**config.mk**
```make
export PLATFORM = sky130hd
export DESIGN_NAME = deadline_ordered_message_queue
export DESIGN_NICKNAME = d
export VERILOG_FILES = /design/src/rtl/core/dmq_pkg.sv /design/src/rtl/core/dmq_front.sv /design/src/rtl/core/dmq_fifo.sv /design/src/rtl/core/dmq_back.sv /design/src/rtl/core/deadline_ordered_message_queue.sv
export VERILOG_INCLUDE_DIRS = /design/src /design/src/rtl/core
export SDC_FILE = /design/constraint.sdc
export NUM_CORES = 2
export LEC_CHECK = 0
export ABC_AREA = 1
export BUFFER_PORTS_ARGS = -buffer_cell sky130_fd_sc_hd__buf_2
export CAP_MARGIN = 15
export CORE_MARGIN = 4
export CORE_UTILIZATION = 30
export CTS_CLUSTER_SIZE = 30
export DETAILED_ROUTE_END_ITERATION = 16
export GPL_ROUTABILITY_DRIVEN = 0
export GPL_TIMING_DRIVEN = 0
export SETUP_SLACK_MARGIN = 0.1
export SYNTH_ARGS = -nofsm -noshare
export SYNTH_HDL_FRONTEND = slang
export SYNTH_SLANG_ARGS = --single-unit
```
**constraint.sdc**
```tcl
create_clock -name clk -period 16.35 [get_ports clk]
set_clock_uncertainty 0.1 [all_clocks]
set_input_delay 0 -clock clk [delete_from_list [all_inputs] [get_ports clk]]
set_output_delay 0 -clock clk [all_outputs]
set_load 0.01 [all_outputs]
```
**src/rtl/core/deadline_ordered_message_queue_defines.svh**
```systemverilog
// Assertion macros for the deadline ordered message queue.
// Each macro expands to a labelled concurrent assertion, or to nothing.
`ifndef DEADLINE_ORDERED_MESSAGE_QUEUE_DEFINES_SVH
`define DEADLINE_ORDERED_MESSAGE_QUEUE_DEFINES_SVH
`ifndef ASSERT_OFF
`define DMQ_ASSERT(lbl, clk, rst_n, prop, msg) \
	lbl: assert property (@(posedge clk) disable iff (!rst_n) prop) else $error(msg);
`define DMQ_ASSERT_ALWAYS(lbl, clk, prop, msg) \
	lbl: assert property (@(posedge clk) prop) else $error(msg);
`else
`define DMQ_ASSERT(lbl, clk, rst_n, prop, msg)
`define DMQ_ASSERT_ALWAYS(lbl, clk, prop, msg)
`endif
`endif

```
**src/rtl/core/dmq_pkg.sv**
```systemverilog
`default_nettype none
package dmq_pkg;
	localparam int DEPTH_DEF = 16;
	localparam logic [31:0] TIME_MAX = 32'hFFFF_FFFF;

	localparam logic [3:0] ST_QUEUED       = 4'd0;
	localparam logic [3:0] ST_REJ_CLOSED   = 4'd1;
	localparam logic [3:0] ST_REJ_FULL     = 4'd2;
	localparam logic [3:0] ST_DELIVERED    = 4'd3;
	localparam logic [3:0] ST_NOT_DUE      = 4'd4;
	localparam logic [3:0] ST_EMPTY        = 4'd5;
	localparam logic [3:0] ST_CLOSED_END   = 4'd6;
	localparam logic [3:0] ST_REMOVED      = 4'd7;
	localparam logic [3:0] ST_NONE_REMOVED = 4'd8;
	localparam logic [3:0] ST_QUIT_DONE    = 4'd9;

	typedef enum logic [2:0] {
		OP_ENQ    = 3'd0,
		OP_FRONT  = 3'd1,
		OP_POLL   = 3'd2,
		OP_REMOVE = 3'd3,
		OP_QUIT   = 3'd4
	} op_t;

	typedef struct packed {
		op_t         op;
		logic [15:0] code;
		logic [31:0] wrd;
		logic [31:0] lng;
		logic [31:0] due;
		logic [31:0] now;
	} cmd_t;

	typedef struct packed {
		logic [31:0] due;
		logic [15:0] code;
		logic [31:0] wrd;
		logic [31:0] lng;
	} entry_t;

	typedef enum logic [3:0] {
		BK_IDLE,
		BK_INS_RD,
		BK_INS_CMP,
		BK_INS_FIRST,
		BK_POLL_RD,
		BK_POLL_CMP,
		BK_REM_RD,
		BK_REM_CMP,
		BK_QUIT_RD,
		BK_QUIT_CMP
	} back_state_t;
endpackage
`default_nettype wire

```
**src/rtl/core/dmq_front.sv**
```systemverilog
`default_nettype none
module dmq_front (
	input  wire logic               in_valid,
	input  wire logic               fifo_full,
	input  wire logic [2:0]         kind,
	input  wire logic [15:0]        message_code,
	input  wire logic signed [31:0] word_param,
	input  wire logic signed [31:0] long_param,
	input  wire logic [31:0]        delay,
	input  wire logic [31:0]        now_time,
	output logic                    in_stall,
	output logic                    push,
	output dmq_pkg::cmd_t           cmd
);
	dmq_pkg::op_t op;
	logic [31:0]  base;
	logic [32:0]  sum;
	logic         known;

	// kinds 5..7 are swallowed with no transaction downstream
	always_comb begin
		known = 1'b1;
		case (kind)
			dmq_pkg::OP_ENQ:    op = dmq_pkg::OP_ENQ;
			dmq_pkg::OP_FRONT:  op = dmq_pkg::OP_FRONT;
			dmq_pkg::OP_POLL:   op = dmq_pkg::OP_POLL;
			dmq_pkg::OP_REMOVE: op = dmq_pkg::OP_REMOVE;
			dmq_pkg::OP_QUIT:   op = dmq_pkg::OP_QUIT;
			default: begin
				op    = dmq_pkg::OP_POLL;
				known = 1'b0;
			end
		endcase
	end

	assign base = (now_time == 32'd0) ? 32'd1 : now_time;
	assign sum  = {1'b0, base} + {1'b0, delay};

	assign cmd.op   = op;
	assign cmd.code = message_code;
	assign cmd.wrd  = word_param;
	assign cmd.lng  = long_param;
	assign cmd.now  = now_time;
	assign cmd.due  = (op != dmq_pkg::OP_ENQ) ? 32'd0 :
		(sum[32] ? dmq_pkg::TIME_MAX : sum[31:0]);

	assign in_stall = fifo_full;
	assign push     = in_valid && !fifo_full && known;
endmodule
`default_nettype wire

```
**src/rtl/core/dmq_fifo.sv**
```systemverilog
`default_nettype none
module dmq_fifo (
	input  wire logic          clk,
	input  wire logic          arst_n,
	input  wire logic          push,
	input  dmq_pkg::cmd_t      push_cmd,
	output logic               full,
	input  wire logic          pop,
	output logic               cmd_valid,
	output dmq_pkg::cmd_t      cmd
);
	dmq_pkg::cmd_t buf_q [2];
	logic          wp_q;
	logic          rp_q;
	logic [1:0]    cnt_q;

	assign full      = (cnt_q == 2'd2);
	assign cmd_valid = (cnt_q != 2'd0);
	assign cmd       = buf_q[rp_q];

	always_ff @(posedge clk) begin
		if (push)
			buf_q[wp_q] <= push_cmd;
	end

	always_ff @(posedge clk or negedge arst_n) begin
		if (!arst_n) begin
			wp_q  <= 1'b0;
			rp_q  <= 1'b0;
			cnt_q <= 2'd0;
		end else begin
			if (push)
				wp_q <= !wp_q;
			if (pop)
				rp_q <= !rp_q;
			if (push && !pop)
				cnt_q <= cnt_q + 2'd1;
			else if (pop && !push)
				cnt_q <= cnt_q - 2'd1;
		end
	end
endmodule
`default_nettype wire

```
**src/rtl/core/dmq_back.sv**
```systemverilog
`default_nettype none
`include "deadline_ordered_message_queue_defines.svh"
module dmq_back #(
	parameter int DEPTH = dmq_pkg::DEPTH_DEF
) (
	input  wire logic        clk,
	input  wire logic        arst_n,
	input  wire logic        cmd_valid,
	input  dmq_pkg::cmd_t    cmd_in,
	output logic             cmd_take,
	output logic             out_valid,
	input  wire logic        out_stall,
	output logic [3:0]       status,
	output logic [15:0]      out_code,
	output logic [31:0]      out_word,
	output logic [31:0]      out_long,
	output logic [31:0]      wait_time
);
	localparam int AW = (DEPTH > 1) ? $clog2(DEPTH) : 1;
	localparam int CW = $clog2(DEPTH + 1);

	dmq_pkg::back_state_t state_q, state_d;
	dmq_pkg::cmd_t        cmd_q;
	dmq_pkg::entry_t      mem [DEPTH];
	dmq_pkg::entry_t      rd_q, wd, ent_new;
	logic [AW-1:0]        head_q, head_d, ra, wa;
	logic [CW-1:0]        count_q, count_d, k_q, k_d;
	logic [AW-1:0]        idx_q, idx_d;
	logic                 closed_q, closed_d, found_q, found_d, we;
	logic                 out_free, start, last, move, keep;
	logic                 ov_q, ov_d;
	logic [3:0]           st_q, st_d;
	logic [15:0]          oc_q, oc_d;
	logic [31:0]          ow_q, ow_d, ol_q, ol_d, wt_q, wt_d;
	logic [AW-1:0]        head_dec, head_inc;

	function automatic logic [AW-1:0] phys(input logic [AW-1:0] h, input logic [CW-1:0] i);
		logic [CW:0] s;
		s = (CW+1)'(h) + (CW+1)'(i);
		if (s >= (CW+1)'(DEPTH))
			s = s - (CW+1)'(DEPTH);
		return s[AW-1:0];
	endfunction

	assign out_free = !ov_q || !out_stall;
	assign start    = (state_q == dmq_pkg::BK_IDLE) && cmd_valid && out_free;
	assign cmd_take = start;
	assign last     = ((CW'(idx_q) + CW'(1)) == count_q);
	assign move     = rd_q.due > cmd_q.due;
	assign keep     = rd_q.due <= cmd_q.now;
	assign ent_new  = '{due: cmd_q.due, code: cmd_q.code, wrd: cmd_q.wrd, lng: cmd_q.lng};
	assign head_dec = (head_q == '0) ? AW'(DEPTH - 1) : head_q - AW'(1);
	assign head_inc = (head_q == AW'(DEPTH - 1)) ? '0 : head_q + AW'(1);

	// next state
	always_comb begin
		state_d = state_q;
		case (state_q)
			dmq_pkg::BK_IDLE: begin
				if (start) begin
					case (cmd_in.op)
						dmq_pkg::OP_ENQ:
							if (!closed_q && count_q != CW'(DEPTH) && count_q != '0)
								state_d = dmq_pkg::BK_INS_RD;
						dmq_pkg::OP_POLL:
							if (count_q != '0)
								state_d = dmq_pkg::BK_POLL_RD;
						dmq_pkg::OP_REMOVE:
							if (count_q != '0)
								state_d = dmq_pkg::BK_REM_RD;
						dmq_pkg::OP_QUIT:
							if (!closed_q && count_q != '0)
								state_d = dmq_pkg::BK_QUIT_RD;
						default: state_d = dmq_pkg::BK_IDLE;
					endcase
				end
			end
			dmq_pkg::BK_INS_RD:  state_d = dmq_pkg::BK_INS_CMP;
			dmq_pkg::BK_INS_CMP: begin
				if (!move)
					state_d = dmq_pkg::BK_IDLE;
				else if (idx_q == '0)
					state_d = dmq_pkg::BK_INS_FIRST;
				else
					state_d = dmq_pkg::BK_INS_RD;
			end
			dmq_pkg::BK_INS_FIRST: state_d = dmq_pkg::BK_IDLE;
			dmq_pkg::BK_POLL_RD:   state_d = dmq_pkg::BK_POLL_CMP;
			dmq_pkg::BK_POLL_CMP:  state_d = dmq_pkg::BK_IDLE;
			dmq_pkg::BK_REM_RD:    state_d = dmq_pkg::BK_REM_CMP;
			dmq_pkg::BK_REM_CMP:
				state_d = last ? dmq_pkg::BK_IDLE : dmq_pkg::BK_REM_RD;
			dmq_pkg::BK_QUIT_RD:   state_d = dmq_pkg::BK_QUIT_CMP;
			dmq_pkg::BK_QUIT_CMP:
				state_d = (keep && !last) ? dmq_pkg::BK_QUIT_RD : dmq_pkg::BK_IDLE;
			default: state_d = dmq_pkg::BK_IDLE;
		endcase
	end

	// datapath and result
	always_comb begin
		head_d   = head_q;
		count_d  = count_q;
		closed_d = closed_q;
		idx_d    = idx_q;
		k_d      = k_q;
		found_d  = found_q;
		we       = 1'b0;
		wa       = phys(head_q, '0);
		wd       = ent_new;
		ra       = phys(head_q, CW'(idx_q));
		ov_d     = ov_q && out_stall;
		st_d     = st_q;
		oc_d     = oc_q;
		ow_d     = ow_q;
		ol_d     = ol_q;
		wt_d     = wt_q;
		case (state_q)
			dmq_pkg::BK_IDLE: begin
				if (start) begin
					oc_d = '0;
					ow_d = '0;
					ol_d = '0;
					wt_d = '0;
					idx_d   = '0;
					k_d     = '0;
					found_d = 1'b0;
					case (cmd_in.op)
						dmq_pkg::OP_ENQ, dmq_pkg::OP_FRONT: begin
							if (closed_q) begin
								ov_d = 1'b1;
								st_d = dmq_pkg::ST_REJ_CLOSED;
							end else if (count_q == CW'(DEPTH)) begin
								ov_d = 1'b1;
								st_d = dmq_pkg::ST_REJ_FULL;
							end else if (cmd_in.op == dmq_pkg::OP_FRONT || count_q == '0) begin
								we   = 1'b1;
								wd   = '{due: cmd_in.due, code: cmd_in.code,
									wrd: cmd_in.wrd, lng: cmd_in.lng};
								if (cmd_in.op == dmq_pkg::OP_FRONT) begin
									wa     = head_dec;
									head_d = head_dec;
								end
								count_d = count_q + CW'(1);
								ov_d    = 1'b1;
								st_d    = dmq_pkg::ST_QUEUED;
							end else begin
								idx_d = AW'(count_q - CW'(1));
							end
						end
						dmq_pkg::OP_POLL: begin
							if (count_q == '0) begin
								ov_d = 1'b1;
								st_d = closed_q ? dmq_pkg::ST_CLOSED_END : dmq_pkg::ST_EMPTY;
								wt_d = dmq_pkg::TIME_MAX;
							end
						end
						dmq_pkg::OP_REMOVE: begin
							if (count_q == '0) begin
								ov_d = 1'b1;
								st_d = dmq_pkg::ST_NONE_REMOVED;
							end
						end
						dmq_pkg::OP_QUIT: begin
							closed_d = 1'b1;
							if (closed_q || count_q == '0) begin
								ov_d = 1'b1;
								st_d = dmq_pkg::ST_QUIT_DONE;
							end
						end
						default: ov_d = ov_q && out_stall;
					endcase
				end
			end
			dmq_pkg::BK_INS_CMP: begin
				we = 1'b1;
				wa = phys(head_q, CW'(idx_q) + CW'(1));
				if (move) begin
					wd = rd_q;
					if (idx_q != '0)
						idx_d = idx_q - AW'(1);
				end else begin
					count_d = count_q + CW'(1);
					ov_d    = 1'b1;
					st_d    = dmq_pkg::ST_QUEUED;
				end
			end
			dmq_pkg::BK_INS_FIRST: begin
				we      = 1'b1;
				count_d = count_q + CW'(1);
				ov_d    = 1'b1;
				st_d    = dmq_pkg::ST_QUEUED;
			end
			dmq_pkg::BK_POLL_CMP: begin
				ov_d = 1'b1;
				if (cmd_q.now >= rd_q.due) begin
					st_d    = dmq_pkg::ST_DELIVERED;
					oc_d    = rd_q.code;
					ow_d    = rd_q.wrd;
					ol_d    = rd_q.lng;
					head_d  = head_inc;
					count_d = count_q - CW'(1);
				end else begin
					wt_d = rd_q.due - cmd_q.now;
					st_d = closed_q ? dmq_pkg::ST_CLOSED_END : dmq_pkg::ST_NOT_DUE;
				end
			end
			dmq_pkg::BK_REM_CMP: begin
				wd = rd_q;
				wa = phys(head_q, k_q);
				if (rd_q.code == cmd_q.code) begin
					found_d = 1'b1;
				end else begin
					we  = 1'b1;
					k_d = k_q + CW'(1);
				end
				if (last) begin
					count_d = k_d;
					ov_d    = 1'b1;
					st_d    = found_d ? dmq_pkg::ST_REMOVED : dmq_pkg::ST_NONE_REMOVED;
				end else begin
					idx_d = idx_q + AW'(1);
				end
			end
			dmq_pkg::BK_QUIT_CMP: begin
				if (!keep) begin
					count_d = CW'(idx_q);
					ov_d    = 1'b1;
					st_d    = dmq_pkg::ST_QUIT_DONE;
				end else if (last) begin
					ov_d = 1'b1;
					st_d = dmq_pkg::ST_QUIT_DONE;
				end else begin
					idx_d = idx_q + AW'(1);
				end
			end
			default: ov_d = ov_q && out_stall;
		endcase
	end

	always_ff @(posedge clk) begin
		if (we)
			mem[wa] <= wd;
		rd_q <= mem[ra];
		if (start)
			cmd_q <= cmd_in;
		st_q <= st_d;
		oc_q <= oc_d;
		ow_q <= ow_d;
		ol_q <= ol_d;
		wt_q <= wt_d;
	end

	always_ff @(posedge clk or negedge arst_n) begin
		if (!arst_n) begin
			state_q  <= dmq_pkg::BK_IDLE;
			head_q   <= '0;
			count_q  <= '0;
			closed_q <= 1'b0;
			idx_q    <= '0;
			k_q      <= '0;
			found_q  <= 1'b0;
			ov_q     <= 1'b0;
		end else begin
			state_q  <= state_d;
			head_q   <= head_d;
			count_q  <= count_d;
			closed_q <= closed_d;
			idx_q    <= idx_d;
			k_q      <= k_d;
			found_q  <= found_d;
			ov_q     <= ov_d;
		end
	end

	assign out_valid = ov_q;
	assign status    = st_q;
	assign out_code  = oc_q;
	assign out_word  = ow_q;
	assign out_long  = ol_q;
	assign wait_time = wt_q;

	`DMQ_ASSERT(a_count_bound, clk, arst_n, count_q <= CW'(DEPTH), "entry count above depth")
	`DMQ_ASSERT(a_busy_out_free, clk, arst_n, (state_q != dmq_pkg::BK_IDLE) |-> !ov_q, "result pending while busy")
	`DMQ_ASSERT(a_closed_sticky, clk, arst_n, closed_q |=> closed_q, "queue reopened")
endmodule
`default_nettype wire

```
**src/rtl/core/deadline_ordered_message_queue.sv**
```systemverilog
`default_nettype none
// Deadline ordered message queue: up to DEPTH messages sorted by due time, save front enqueues.
// Input channel (in_valid / in_stall): one command transaction per item -
//   delayed enqueue, front enqueue, poll, remove by code, quit. Kinds 5..7
//   are accepted and dropped with no result.
// Output channel (out_valid / out_stall): one result transaction per command.
// The front decodes the command and works out the saturating due time, then
// parks it in a two-entry command queue; the back walks the entry memory.
// Rejects, front enqueue and empty poll/remove/quit are answered straight from
//   idle; poll reads the head entry; delayed enqueue walks from the tail until
//   it finds its place; remove walks every entry; quit walks from the head
//   until the first entry not yet due.
// Each entry visited takes a registered memory read state, then a compare and
// write-back state. Throughput is one command per back-end run.
// Reset empties the queue and reopens it; the memory itself is not cleared.
// A stalled result holds the output register; the command queue keeps taking
// input until both of its slots are full, then in_stall rises.
module deadline_ordered_message_queue #(
	parameter int DEPTH = dmq_pkg::DEPTH_DEF
) (
	input  wire logic               clk,
	input  wire logic               arst_n,
	input  wire logic               in_valid,
	output logic                    in_stall,
	input  wire logic [2:0]         kind,
	input  wire logic [15:0]        message_code,
	input  wire logic signed [31:0] word_param,
	input  wire logic signed [31:0] long_param,
	input  wire logic [31:0]        delay,
	input  wire logic [31:0]        now_time,
	output logic                    out_valid,
	input  wire logic               out_stall,
	output logic [3:0]              status,
	output logic [15:0]             out_code,
	output logic signed [31:0]      out_word,
	output logic signed [31:0]      out_long,
	output logic [31:0]             wait_time
);
	dmq_pkg::cmd_t front_cmd, back_cmd;
	logic          push, fifo_full, cmd_valid, cmd_take;
	logic [31:0]   ow, ol;

	// decode and due-time arithmetic
	dmq_front u_front (
		.in_valid     (in_valid),
		.fifo_full    (fifo_full),
		.kind         (kind),
		.message_code (message_code),
		.word_param   (word_param),
		.long_param   (long_param),
		.delay        (delay),
		.now_time     (now_time),
		.in_stall     (in_stall),
		.push         (push),
		.cmd          (front_cmd)
	);

	// decouples the front from the back end's walk
	dmq_fifo u_fifo (
		.clk       (clk),
		.arst_n    (arst_n),
		.push      (push),
		.push_cmd  (front_cmd),
		.full      (fifo_full),
		.pop       (cmd_take),
		.cmd_valid (cmd_valid),
		.cmd       (back_cmd)
	);

	// sorted store as a ring in one memory, plus result register
	dmq_back #(.DEPTH(DEPTH)) u_back (
		.clk       (clk),
		.arst_n    (arst_n),
		.cmd_valid (cmd_valid),
		.cmd_in    (back_cmd),
		.cmd_take  (cmd_take),
		.out_valid (out_valid),
		.out_stall (out_stall),
		.status    (status),
		.out_code  (out_code),
		.out_word  (ow),
		.out_long  (ol),
		.wait_time (wait_time)
	);

	assign out_word = ow;
	assign out_long = ol;
endmodule
`default_nettype wire

```
# == Yosys cells after proc, flatten, opt, wreduce, memory -nomap -nowiden ==
# Memory sizes are Yosys's and may differ from the RTL's. A register that Yosys moved wholly into a read port is not among the register bits.
# Cells that the tools add are included.
# Widths: inputs -> output; s select.
# word_totals
register_bits,289
mem_bits_rw,2086
mem_count,2
# op_classes
add_sub_neg,19
order_cmp,7
n_eq_ne,47
muxes,125
reduce_logical,53
# memory_table
name,words,width,rd,rd_clocked_by_memory_dff,wr,line,rtl
u_back.mem,16,112,1,1,1,dmq_back.sv:24,dmq_pkg::entry_t mem [DEPTH];
u_fifo.buf_q,2,147,1,0,1,dmq_fifo.sv:12,dmq_pkg::cmd_t buf_q [2];
# op_table
cell,n
$mux 112,6
$pmux 112 s3,1
$mux 32,10
$mux 4,48
$pmux 32 s2,3
$mux 5,11
$pmux 4 s4,3
$add 32x32->33,1
$ge 32x32->1,1
$gt 32x32->1,1
$le 32x32->1,1
$logic_not 32->1,1
$mux 16,2
$pmux 16 s2,1
$pmux 4 s8,1
$sub 32x32->32,1
$pmux 5 s6,1
$pmux 4 s6,1
$sub 4x1->4 const B,6
$mux 1,23
$ne 3x3->1 const B,7
$reduce_and 10->1,2
$ne 2x2->1 const B,9
$eq 16x16->1,1
51 further kinds,109

# == Logic depth before layout (Yosys ltp) ==
# An unclocked memory read counts as a cell.
# depth
ltp_word,11
mapped_depth,19
depth_no_buf,18

# == By module ==
# Synthesis repeated with hierarchy kept, for this count alone.
# hier_totals
cells_unflattened,8657
area_unflattened_um2,106808.7
# modules_own_cells
mod,n_inst,cells_per_inst,area_per_inst_um2,seq_area_each_um2
dmq_back,1,7398,91903.1,64486.8
dmq_fifo,1,482,10850.4,8928.6
dmq_front,1,777,4055.1,0.0

# == Worst setup path before layout ==
# No wires, ideal clock.
# synth_timing
path_kind,register to register
startpoint,register u_back.state_q[1]
endpoint,memory u_back.mem[14][0] (netlist bit) (enable)
setup_ns,0.720
arrival_ns,11.138
required_ns,15.530
setup_slack_ns,4.392
path_stages_with_launch,11
period_less_slack_ns,11.958
cell_sequence,dfrtp_1 -> inv_2 -> nand2_1 -> nor2_8 -> nand2_2 -> inv_2 -> nand2_1 -> or2_0 -> nand3_1 -> nand2_2 -> nor3_1
# synth_via
elab_chain_cells,7
elab_cells_between_ends,13
# synth_rtl
element,line,rtl
from (decl),dmq_back.sv:22,"dmq_pkg::back_state_t state_q, state_d;"
from (signal assigned),dmq_back.sv:256,state_q <= dmq_pkg::BK_IDLE;
from (signal assigned),dmq_back.sv:265,state_q <= state_d;
$logic_not 4->1 *,dmq_back.sv:46,assign start = (state_q == dmq_pkg::BK_IDLE) && cmd_valid && out_free;
$logic_and 1x1->1 * (2 in a row),dmq_back.sv:46,
net cmd_take,deadline_ordered_message_queue.sv:40,"logic push, fifo_full, cmd_valid, cmd_take;"
$mux 1,dmq_back.sv:120,if (start) begin
$pmux 1 s3,dmq_back.sv:118,case (state_q)
$mux 1,dmq_back.sv:242,if (we)
$mux 1 (not written as such),dmq_back.sv:243,mem[wa] <= wd;
to (decl),dmq_back.sv:24,
# The timed path passes the listed nets; every way through them passes the cells marked *.

# == Final worst setup path ==
# layout_timing
startpoint,register u_back.state_q[2]
endpoint,memory u_back.mem[14][57] (netlist bit) (enable)
# layout_via
elab_chain_cells,7
elab_cells_between_ends,13
# layout_rtl
element,line
$logic_not 4->1,"dmq_back.sv:46, dmq_back.sv:118"
$logic_and 1x1->1 (2 in a row),dmq_back.sv:46
$mux 1,dmq_back.sv:120
$pmux 1 s3,dmq_back.sv:118
$mux 1,dmq_back.sv:242
$mux 1 (not written as such),dmq_back.sv:243
# Several ways; a longest one is shown, not always the timed one.

==> qor.txt <==
full die area = 360,000 um2
status = completed
vias per cell = 5.10
TritonCTS sink count = 2,487
DRT antenna net count = 0
CP arrival = 6.19 ns
Final Hold Viols = 0
fmax = 176 MHz
Mapped Nets = 8,632
Initial Utilization = 0.301
area of the multi-input gates = 26,500 um2
via count = 71,900
yosys warns = 0
Clock Path Buffers = 4
Cell Area, Synth = 105,000 um2
Pwr Density = 233 nW/um2
Cell variety after synth = 56
total routed wirelength = 347 mm
worst-path fanout max = 10
peak supply drop = 231 uV
Area Growth Syn to Fin = 19.5%
Max H-tree Level = 4
sequential cell area = 73,400 um2
Total Routing Usage GR = 0.186
TritonCTS clock tree = yes
Overflow after GRT = 0
RSZ-0062 raised after global routing = no
largest net degree at the start of global routing = 80
clk_lat worst skew = 0.93 ns
share of layout cells above drive strength 1 = 0.112
cell taking the most area after synthesis = edfxtp_1
Max Cap Viol = 0
CP Class = reg2reg
dpl hpwl = 243 mm
Num CTS Buffers = 243
actual slew at the worst max-slew pin = 1.25 ns
crit path launch type = register
Worst Path Required = 16.87 ns
width of the die = 600 um
Final nets = 9,561
IO buf count = 268
Ports = 269
first-pass GRT wire length = 487 mm
cells after synthesis = 8,363
Iter 0 DRT Violations = 9,063
Row Count = 217
root buffer cell = clkbuf_16
antenna violations before repair = 46
standby leakage power = 0.0457 uW
area of the core = 349,000 um2
drt pass-1 iters = 10
Seq/Total Area, Yosys = 0.699
Synth Register Bits = 2,487
Power Total = 29,200 uW
wire per inst = 24.6 um
CP endpoint kind = register
crit path time final = 5.68 ns
DRC = 0
relative slew slack = 0.165
fill count = 33,600
post-CTS setup repair buffer count = 0
fin crit share = 0.347
Synth area leaders = edfxtp_1 (67%), mux2i_1 (4.3%), o21ai_0 (4.2%), a21oi_1 (3.5%), nand2_1 (3.5%)
share of the synthesized area in the top cell type = 0.671
Min-Delay Path Class = in2reg
number of global-route vias before repair = 68,000
# placed instances = 13,400
Avg Cell Area, Syn = 12.6 um2
Die H = 600 um
non-filler instance count after layout = 14,100
register clock-pin slew on the reported worst setup and hold paths = 0.06 ns
Setup-failing EPs final = 0
Final Max Slew Viols = 0
==> cells by family (layout without fill, tap and decap cells) <==
group / after synthesis / count (layout) / synth area share
adders and majority gates: 118 / 118 / 0.0144
DFF: 2487 / 2487 / 0.699
muxes: 559 / 559 / 0.0545
AOI/OAI and AO/OA: 2165 / 2165 / 0.111
other: 0 / 22 / 0
buffers and inverters: 1348 / 2473 / 0.0505
xor gates and xnor gates: 64 / 64 / 0.00541
and+or+nand+nor: 1622 / 1622 / 0.0651
==> worst paths after layout <==
check	slack, ns	depth (start not counted)	startpoint	end
worst min register to register	0.41	1	u_fifo.cnt_q[0]	u_fifo.cnt_q[0]
worst max-delay path	10.67	21	u_back.state_q[2]	u_back.mem[14][57]
worst max register to register	10.67	21	u_back.state_q[2]	u_back.mem[14][57]
worst min-delay path	0.08	7	in_valid	u_fifo.wp_q
min in group asynchronous	0.62	5	arst_n	u_back.k_q[2]
max in group asynchronous	15.31	5	arst_n	u_fifo.cnt_q[1]
==> critical path, stage by stage (launching register included) <==
cell	delay, ns
dfrtp_1	0.42
inv_1	0.05
nor2_1	0.13
nand3_1	0.36
inv_2	0.32
buf_1	0.63
o21ai_0	0.19
ha_1	0.36
a21oi_1	0.15
nand2_1	0.07
xor2_1	0.16
a21o_1	0.17
nand2_1	0.08
nand2_1	0.08
nand3_1	0.12
nand2_2	0.19
nor3_2	0.80
buf_6	0.26
buf_6	0.18
buf_6	0.20
buf_6	0.19
buf_8	0.17
==> power by group <==
group	internal, uW	total [uW]	switching [uW]
sequential	9560	10000	480
combinational	3530	13700	10100
clock	3090	5530	2440
total	16200	29200	13000
==> registers in the layout (all words and copies together) (netlist names), 4 cells and up <==
name              cells
u_back.mem         1792
u_fifo.buf_q        294
u_back.cmd_q        144
u_back.rd_q         112
u_back.out_long      32
u_back.out_word      32
u_back.wait_time     32
u_back.out_code      16
u_back.count_q        5
u_back.k_q            5
u_back.head_q         4
u_back.idx_q          4
u_back.state_q        4
u_back.status         4
==> layer usage <==
metal / track usage / share of wire / vias up
met2: 0.303 / 0.47 / 3496
met1: 0.245 / 0.40 / 35700
met4: 0.0764 / 0.044 / 8
met5: 0 / 0.00014 / -
met3: 0.0333 / 0.085 / 663
li1: - / - / 32100
==> per-stage QoR <==
step,utilization,area (um2),worst slack [ns],hold WS [ns],setup TNS [ns]
final,0.360,126000,10.67,0.0774,0
after global routing,0.360,126000,10.58,0.106,0
after CTS,0.359,125000,10.86,0.0365,0
after detailed placement,0.329,115000,10.86,0.0356,0
after global placement,0.321,112000,-7.14,0.0299,-1471.64
after floorplan,-,105000,4.39,-0.396,0
==> area by class of cell <==
| type | instances | area share |
|---|---|---|
| well taps | 4599 | 0.0458 |
| plain buffers | 475 | 0.0163 |
| diodes | 22 | 0.000438 |
| clock inverters | 109 | 0.00841 |
| flip-flops and latches | 2487 | 0.585 |
| repair buffers | 684 | 0.0546 |
| inverters | 873 | 0.0262 |
| clock buffers | 332 | 0.0528 |
| multi-input cells | 4528 | 0.211 |
==> cell usage in the layout, fill, tap and decap left out, types with 16 or more instances in the layout <==
master	n
edfxtp_1	2346
nand2_1	969
o21ai_0	881
inv_1	856
a21oi_1	742
mux2i_1	453
buf_2	385
clkbuf_1	348
dlygate4sd3_1	282
nor2_1	261
clkbuf_16	244
o211ai_1	233
nand3_1	226
o21ai_1	149
a31oi_1	118
ha_1	113
dfxtp_1	112
mux2_2	106
buf_12	65
nand4_1	58
clkinv_1	43
buf_1	42
xnor2_1	39
buf_16	32
dfrtp_1	29
nor3_1	27
clkinv_2	26
buf_8	26
buf_4	25
xor2_1	23
diode_2	22
clkbuf_8	20
nor2_4	16
bufinv_16	16
==> timing repair <==
item,CTS,global route
hold buffers,283,0
setup endpoints to repair,0,0
gates resized for setup,0,0
endpoints found under the hold margin,480,0
==> synth_stat cells (all sizes together) <==
cell,count
edfxtp,2346
o21ai,1032
nand2,976
inv,871
a21oi,743
mux2i,453
clkbuf,290
nor2,285
o211ai,234
nand3,233
buf,185
a31oi,118
ha,113
dfxtp,112
mux2,106
nand4,58
xnor2,39
nor3,34
dfrtp,29
xor2,25
nand3b,14
nor4,12
o21bai,11
a21o,8
o21a,8
or2,6
fa,5
o2111ai,3
a211oi,2
a21boi,2
clkinv,2
nor3b,2
o22ai,2
a22oi,1
and2,1
and3,1
o31ai,1
Note: power is estimated with default switching activity, not from simulation.
